File: config.mk
export PLATFORM = sky130hd
export DESIGN_NAME = hct_seq
export DESIGN_NICKNAME = d
export VERILOG_FILES = /design/src/hw/rtl/hct_pkg.sv /design/src/hw/rtl/hct_seq.sv
export SDC_FILE = /design/constraint.sdc
export NUM_CORES = 1
export LEC_CHECK = 0
export ABC_AREA = 1
export BUFFER_PORTS_ARGS = -buffer_cell sky130_fd_sc_hd__buf_4
export CORE_AREA = 3 3 40 42
export DETAILED_ROUTE_END_ITERATION = 12
export DIE_AREA = 0 0 43 45
export PLACE_DENSITY = 0.35
export REMOVE_ABC_BUFFERS = 1
export SLEW_MARGIN = 20
export SYNTH_ARGS = -nofsm -noshare
export SYNTH_HDL_FRONTEND = slang
export SYNTH_SLANG_ARGS = --single-unit
File: constraint.sdc
create_clock -name clk -period 0.8 [get_ports clk]
set_input_delay 0.04 -clock clk [delete_from_list [all_inputs] [get_ports clk]]
set_output_delay 0.04 -clock clk [all_outputs]
set_load 0.05 [all_outputs]
File: src/hw/rtl/hct_pkg.sv
// Shared types and constants for the hashed counter table.
// Used by the sequencer and the top level; no dependencies.
package hct_pkg;

    // Slot count; must be a power of two (the home slot is the key's low bits).
    localparam int TABLE_ENTRIES = 256;
    localparam int IDX_W         = $clog2(TABLE_ENTRIES);
    localparam int KEY_W         = 64;
    localparam int CNT_W         = 64;
    localparam int STATUS_W      = 2;

    localparam logic [IDX_W-1:0] LAST_SLOT = IDX_W'(TABLE_ENTRIES - 1);

    localparam logic OP_ADD  = 1'b0;
    localparam logic OP_LOAD = 1'b1;

    localparam logic [STATUS_W-1:0] STATUS_OK       = 2'd0;
    localparam logic [STATUS_W-1:0] STATUS_FULL     = 2'd1;
    localparam logic [STATUS_W-1:0] STATUS_ZERO_KEY = 2'd2;

    typedef enum logic [1:0] {
        SEQ_CLEAR,
        SEQ_IDLE,
        SEQ_PROBE
    } seq_state_t;

    typedef struct packed {
        logic in_valid;
        logic key_zero;
        logic key_match;
        logic slot_empty;
        logic last_probe;
        logic out_free;
        logic clear_last;
    } probe_stat_t;

    typedef struct packed {
        logic clearing;
        logic ready;
        logic accept;
        logic advance;
        logic finish;
    } seq_ctl_t;

endpackage

File: src/hw/rtl/hct_seq.sv
// Probe sequencer: clearing pass after reset, request intake, probe loop.
// Depends on hct_pkg.
module hct_seq (
    input  logic                 clk,
    input  logic                 rst_n,
    input  hct_pkg::probe_stat_t stat,
    output hct_pkg::seq_ctl_t    ctl
);
    import hct_pkg::*;

    seq_state_t state_reg;
    seq_state_t state_next;
    logic       probe_done;

    assign probe_done = stat.key_zero || stat.key_match || stat.slot_empty || stat.last_probe;

    always_ff @(posedge clk or negedge rst_n)
    begin
        if (!rst_n)
        begin
            state_reg <= SEQ_CLEAR;
        end
        else
        begin
            state_reg <= state_next;
        end
    end

    always_comb
    begin
        state_next = state_reg;
        case (state_reg)
            SEQ_CLEAR:
            begin
                if (stat.clear_last)
                begin
                    state_next = SEQ_IDLE;
                end
            end
            SEQ_IDLE:
            begin
                if (stat.in_valid)
                begin
                    state_next = SEQ_PROBE;
                end
            end
            SEQ_PROBE:
            begin
                if (probe_done && stat.out_free)
                begin
                    state_next = SEQ_IDLE;
                end
            end
            default:
            begin
                state_next = SEQ_CLEAR;
            end
        endcase
    end

    always_comb
    begin
        ctl = '0;
        case (state_reg)
            SEQ_CLEAR:
            begin
                ctl.clearing = 1'b1;
            end
            SEQ_IDLE:
            begin
                ctl.ready  = 1'b1;
                ctl.accept = stat.in_valid;
            end
            SEQ_PROBE:
            begin
                ctl.advance = !probe_done;
                ctl.finish  = probe_done && stat.out_free;
            end
            default:
            begin
                ctl = '0;
            end
        endcase
    end

endmodule
==> qor.yml, run 1 <==
antenna_found_initial: 0
min_period_ps: 1170
die_h_um: 45
remaining_drc_errors: 0
grt_overflow: 0
multi_input_area_um2: 104
reg2reg_setup_slack_ps: -240
antennaDiodeCount: 0
yosysWarnings: 0
cp-start-kind: "register"
slew_headroom_pct: 90.9
cts_tree: "yes"
cp.depth: 4
synth_edf_count: 0
numPortBuffers: 13
dpl-instance-area_um2: 297
ys_types: 9
ir_drop_uv: 1770
nets: 59
largest_register_ffs: 2
cts_buffers: 3
holdCritStartpoint: "stat[6]"
regToRegStartpoint: "state_reg[1]"
grt_pass1_vias: 213
die-area_mm2: 0.00194
critPathMaxFanout: 3
holdPathEnd: "state_reg[1]"
crit_slowest_cell: "dfrtp_1"
switching_share_pct: 47.3
worst_ep_arrival_time_ps: 1130
stdcell_count: 63
netlist.area_leader.share_pct: 31.7
ys_ff_latch: 2
synth_common_cells: "inv_2, nand2_1, nor2_1, nor2_2"
crit_required_ps: 760
critical_path_buf_inv_count: 3
ioPinCount: 14
clk_path_buf_depth: 2
synth_area_leaders: "dfrtp_1, inv_2, nand2_1, nor2_1, nor2_2"
seqPwrFrac_pct: 13.9
placedCellCount: 57
violations: "setup timing"
cp_top_family: "buffers and inverters"
final_antenna_net_count: 0
wl_per_cell_um: 7.13
reg2reg_depth: 7
htreeDepth: 1
synth_area_leader_cell: "dfrtp_1"
grt_max_degree: 5
synthArstFlopShare_pct: 100
hpwl_um: 359
routabilityCongestion: 0.716
drv_cap: 0
internal_power_w: 0.000869
grt_pass1_wl_um: 841
end_kind: "output port"
critical_path_class: "reg -> out"
cts-root-buf: "clkbuf_4"
p_switching_w: 0.000780
clk_pin_slew_ps: 30
clock-sinks: 2
fin_ws_ps: -366
placementRows: 13
grtUsageTotal_pct: 6.24
fin_crit_sh_pct: 146
slew_viol_final: 0
drt_iter0_markers: 3
hold_violations: 0
max_stage_delay_ps: 400
initial_core_util_pct: 12.3
hold_depth: 3
setup_tns_ps: -2000
timing.rr.end: "state_reg[0]"
cpMostUsedCell: "buf_4"
seqCellArea_um2: 51.3
skew_ps: 0.745
worstMarginPinSlew_ps: 136
status: "finished with violations"
hold_path_class: "in -> reg"
syn_area_per_cell_um2: 6.06
core_mm2: 0.00128
combPwrFrac_pct: 72.5
drive_gt1_share_pct: 75.0
avgViaCountPerCell: 3.71
place_ws_ps: -171
pwr-share-clk_pct: 13.5
yosysSeqAreaShare_pct: 31.7
die_w_um: 43
drtPass1Iterations: 2
setup_viol: 7
rsz0062_at_grt: "true"
power_leakage_nw: 0.204
final_area_um2: 402
synth_ff_type: "dfrtp_1"
fillers: 143
vias: 234
crit_chain: "buf_4, nor2_2, buf_4, buf_8"
power_density_mw_per_mm2: 4110
area_delta_synth_final_pct: 155
fmax_ghz: 0.857
synth_area_um2: 158
drt_wl_total_um: 449
synth_cells: 26
insertion_delay_ps: 220
## worst register-to-register path, delay by kind of cell (launching register included)
family                 cells  cell delay, ps
buffers and inverters      2             180
and+or+nand+nor            5             340
DFF                        1             400
## cell usage in the layout, fill, tap and decap left out
cell type	synthesis	final
buf_4	0	13
o21ai_2	1	1
nor2_1	5	2
inv_2	5	6
nand2_2	1	1
dlygate4sd3_1	0	1
nand3_1	2	2
dfrtp_1	2	1
nor2_2	3	3
nand2_1	5	5
buf_6	0	1
nor2_4	0	3
buf_8	0	4
clkbuf_4	0	3
inv_1	2	1
dfrtp_2	0	1
## layer usage
metal	share of wire [%]	wire length (µm)	track usage, %
met1	44	196	7.23
met2	41	182	7.78
met3	15	69	2.79
met4	0	0	7.23
met5	0	0	0
## logic make-up after synthesis
| group | Yosys count | synth area share (%) |
|---|---|---|
| compound gates | 1 | 5.56 |
| buf+inv | 7 | 16.7 |
| flops | 2 | 31.7 |
| simple gates | 16 | 46.0 |
## how the worst max path moves through the flow
stage	startpoint	to	slack, ps
6_report	state_reg[1]	ctl[4]	-370
5_1_grt	state_reg[1]	ctl[4]	-420
4_1_cts	state_reg[1]	ctl[1]	-350
3_5_place_dp	state_reg[0]	ctl[1]	-170
3_3_place_gp	state_reg[0]	ctl[0]	-170
2_1_floorplan	state_reg[0]	ctl[2]	-890
## repair_timing
action | in CTS | in global routing
hold buffers | 1 | 0
hold endpoints to repair | 2 | 0
endpoints found under the setup margin | 7 | 7
pin swaps | 4 | 2
gates resized for setup | 13 | 4
gates cloned | 0 | 0
buffers inserted | 1 | 1
## power groups by stage
stage | Clock (W) | Sequential (W) | Combinational (W)
after floorplan | 0 | 0.000212 | 0.000584
after global placement | 0 | 0.000217 | 0.000924
after detailed placement | 0 | 0.000219 | 0.000922
after CTS | 0.000237 | 0.000234 | 0.00113
after global routing | 0.000256 | 0.000239 | 0.00128
final | 0.000223 | 0.000230 | 0.00120
## per-stage QoR
step	utilization (%)	hold slack (ps)	power, W
floorplan	-	-256	0.000796
global placement	23.1	-177	0.00114
detailed placement	23.1	-176	0.00114
CTS	29.3	94.3	0.00160
global route	31.3	118	0.00177
finish	31.3	113	0.00165
## final cells by class
type / count / area share (%)
multi-input combinational: 17 / 25.9
timing repair buffer: 19 / 44.5
tap: 15 / 4.67
sequential: 2 / 12.8
inverter: 7 / 6.54
clock buffer: 3 / 5.61
Power figures use the tool's default switching activity.
==> run 2: changes to the inputs <==
--- a/config.mk
+++ b/config.mk
@@ -11,7 +11,6 @@
 export DETAILED_ROUTE_END_ITERATION = 12
 export DIE_AREA = 0 0 43 45
 export PLACE_DENSITY = 0.35
-export REMOVE_ABC_BUFFERS = 1
 export SLEW_MARGIN = 20
 export SYNTH_ARGS = -nofsm -noshare
 export SYNTH_HDL_FRONTEND = slang
==> qor.yml, run 2 (same netlist as run 1, synthesis figures left out) <==
status: "finished with violations"  # unchanged
violations: "setup timing"  # unchanged
wl_per_cell_um: 8.70  # was 7.13 µm
cts_tree: "yes"  # unchanged
critPathMaxFanout: 3  # unchanged
remaining_drc_errors: 0  # unchanged
critical_path_class: "reg -> out"  # unchanged
die_h_um: 45  # unchanged
rsz0062_at_grt: "true"  # unchanged
hold_violations: 0  # unchanged
cpMostUsedCell: "nor2_4"  # was buf_4
critical_path_buf_inv_count: 2  # was 3
dpl-instance-area_um2: 323  # was 297 µm²
core_mm2: 0.00128  # unchanged
cp-start-kind: "register"  # unchanged
largest_register_ffs: 2  # unchanged
drive_gt1_share_pct: 78.4  # was 75.0%
antenna_found_initial: 0  # unchanged
insertion_delay_ps: 230  # was 220 ps
skew_ps: 7.10  # was 0.745 ps
clk_path_buf_depth: 2  # unchanged
htreeDepth: 1  # unchanged
layout_commonest_cell: "buf_4"  # unchanged
hold_path_class: "in -> reg"  # unchanged
fmax_ghz: 0.887  # was 0.857 GHz
final_antenna_net_count: 0  # unchanged
grt_max_degree: 4  # was 5
worstMarginPinSlew_ps: 197  # was 136 ps
placedCellCount: 56  # was 57
drv_cap: 0  # unchanged
nets: 61  # was 59
avgViaCountPerCell: 3.53  # was 3.71
hpwl_um: 427  # was 359 µm
antennaDiodeCount: 0  # unchanged
ir_drop_uv: 2370  # was 1770 µV
drt_wl_total_um: 574  # was 449 µm
cp_top_family: "flip-flops"  # was buffers and inverters
min_period_ps: 1130  # was 1170 ps
worst_ep_arrival_time_ps: 1090  # was 1130 ps
setup_tns_ps: -1820  # was -2000 ps
crit_slowest_cell: "dfrtp_2"  # was dfrtp_1
die_w_um: 43  # unchanged
area_delta_synth_final_pct: 176  # was 155%
cts_buffers: 3  # unchanged
grt_overflow: 0  # unchanged
utilization_pct: 33.9  # was 31.3%
setup_viol: 7  # unchanged
crit_chain: "nor2_4, inv_2, nor2_4, buf_6"  # was buf_4, nor2_2, buf_4, buf_8
crit_required_ps: 760  # about the same
vias: 233  # was 234
numPortBuffers: 13  # unchanged
stdcell_count: 66  # was 63
die-area_mm2: 0.00194  # unchanged
slew_viol_final: 0  # unchanged
power_leakage_nw: 0.221  # was 0.204 nW
cts-root-buf: "clkbuf_4"  # unchanged
max_stage_delay_ps: 420  # was 400 ps
clock-sinks: 2  # unchanged
grtUsageTotal_pct: 7.65  # was 6.24%
ioPinCount: 14  # unchanged
slew_headroom_pct: 86.8  # was 90.9%
p_total_w: 0.00171  # was 0.00165 W
drt_iter0_markers: 4  # was 3
fin_ws_ps: -327  # was -366 ps
end_kind: "output port"  # unchanged
final_area_um2: 435  # was 402 µm²
final_cell_mix: "buf_4, inv_2, nor2_4"  # was buf_4, inv_2, nand2_1
fin_crit_sh_pct: 141  # was 146%
initial_core_util_pct: 12.3  # unchanged
grt_pass1_vias: 262  # was 213
placementRows: 13  # unchanged
routabilityCongestion: 0.589  # was 0.716
power_density_mw_per_mm2: 3930  # was 4110 mW/mm²
synth_nets: 35
drtPass1Iterations: 4  # was 2
clk_pin_slew_ps: 30  # about the same
grt_pass1_wl_mm: 1.01  # was 841 µm
run 2: cell types whose count changed in the layout (fill, tap and decap cells not counted), sizes merged:
cell,delta
buf,+2
clkbuf,+1
run 2: final timing paths:
kind	from	endpoint	slack [ps]	cells after the start
min reg2reg	state_reg[0]	state_reg[0]	610	3
max	state_reg[0]	ctl[0]	-330	4
max in group asynchronous	rst_n	state_reg[0]	560	2
max reg2reg	state_reg[0]	state_reg[0]	-250	7
min in group asynchronous	rst_n	state_reg[1]	140	2
min	stat[6]	state_reg[1]	100	3
run 2: timing repair:
action / CTS / global route
gates resized for setup: 6 / 4
hold endpoints to repair: 2 / 0
setup endpoints to repair: 7 / 7
cloned: 0 / 0
hold buffers: 1 / 0
pin swaps: 2 / 3
buffers inserted: 4 / 2
run 2: where the power goes:
group	switching (W)	internal [W]
logic	0.000712	0.000519
registers	0.0000723	0.000163
clock network	0.0000579	0.000185
total	0.000843	0.000867
run 2: layout make-up:
cell class | instances | area, µm²
inverter | 7 | 26.3
multi-input combinational | 17 | 129
timing repair buffer | 21 | 183
clock buffer | 4 | 26.3
fill | 148 | 850
tap | 15 | 18.8
sequential | 2 | 52.6
run 2: stage by stage:
step	hold slack, ps	worst slack [ps]
floorplan	-256	-390
global placement	-178	-190
detailed placement	-173	-201
CTS	87.0	-340
global route	113	-391
finish	98.8	-327
run 2: layer usage:
| layer | part of all wire [%] | track usage [%] | wire length, µm | up-vias |
|---|---|---|---|---|
| met5 | 0 | 0 | 0 | - |
| met4 | 0 | 9.04 | 0 | 0 |
| met3 | 4.4 | 3.59 | 25 | 0 |
| met2 | 64 | 11.4 | 366 | 5 |
| met1 | 32 | 7.21 | 181 | 105 |
| li1 | - | - | - | 123 |
run 2: worst reg2reg max path: stages, from the launching register on:
cell and delay [ps]:
dfrtp_2 420, buf_4 160, nor2_4 110, nand2_1 60, nand2_1 50, inv_1 50
nand3_2 40, nand2_1 50
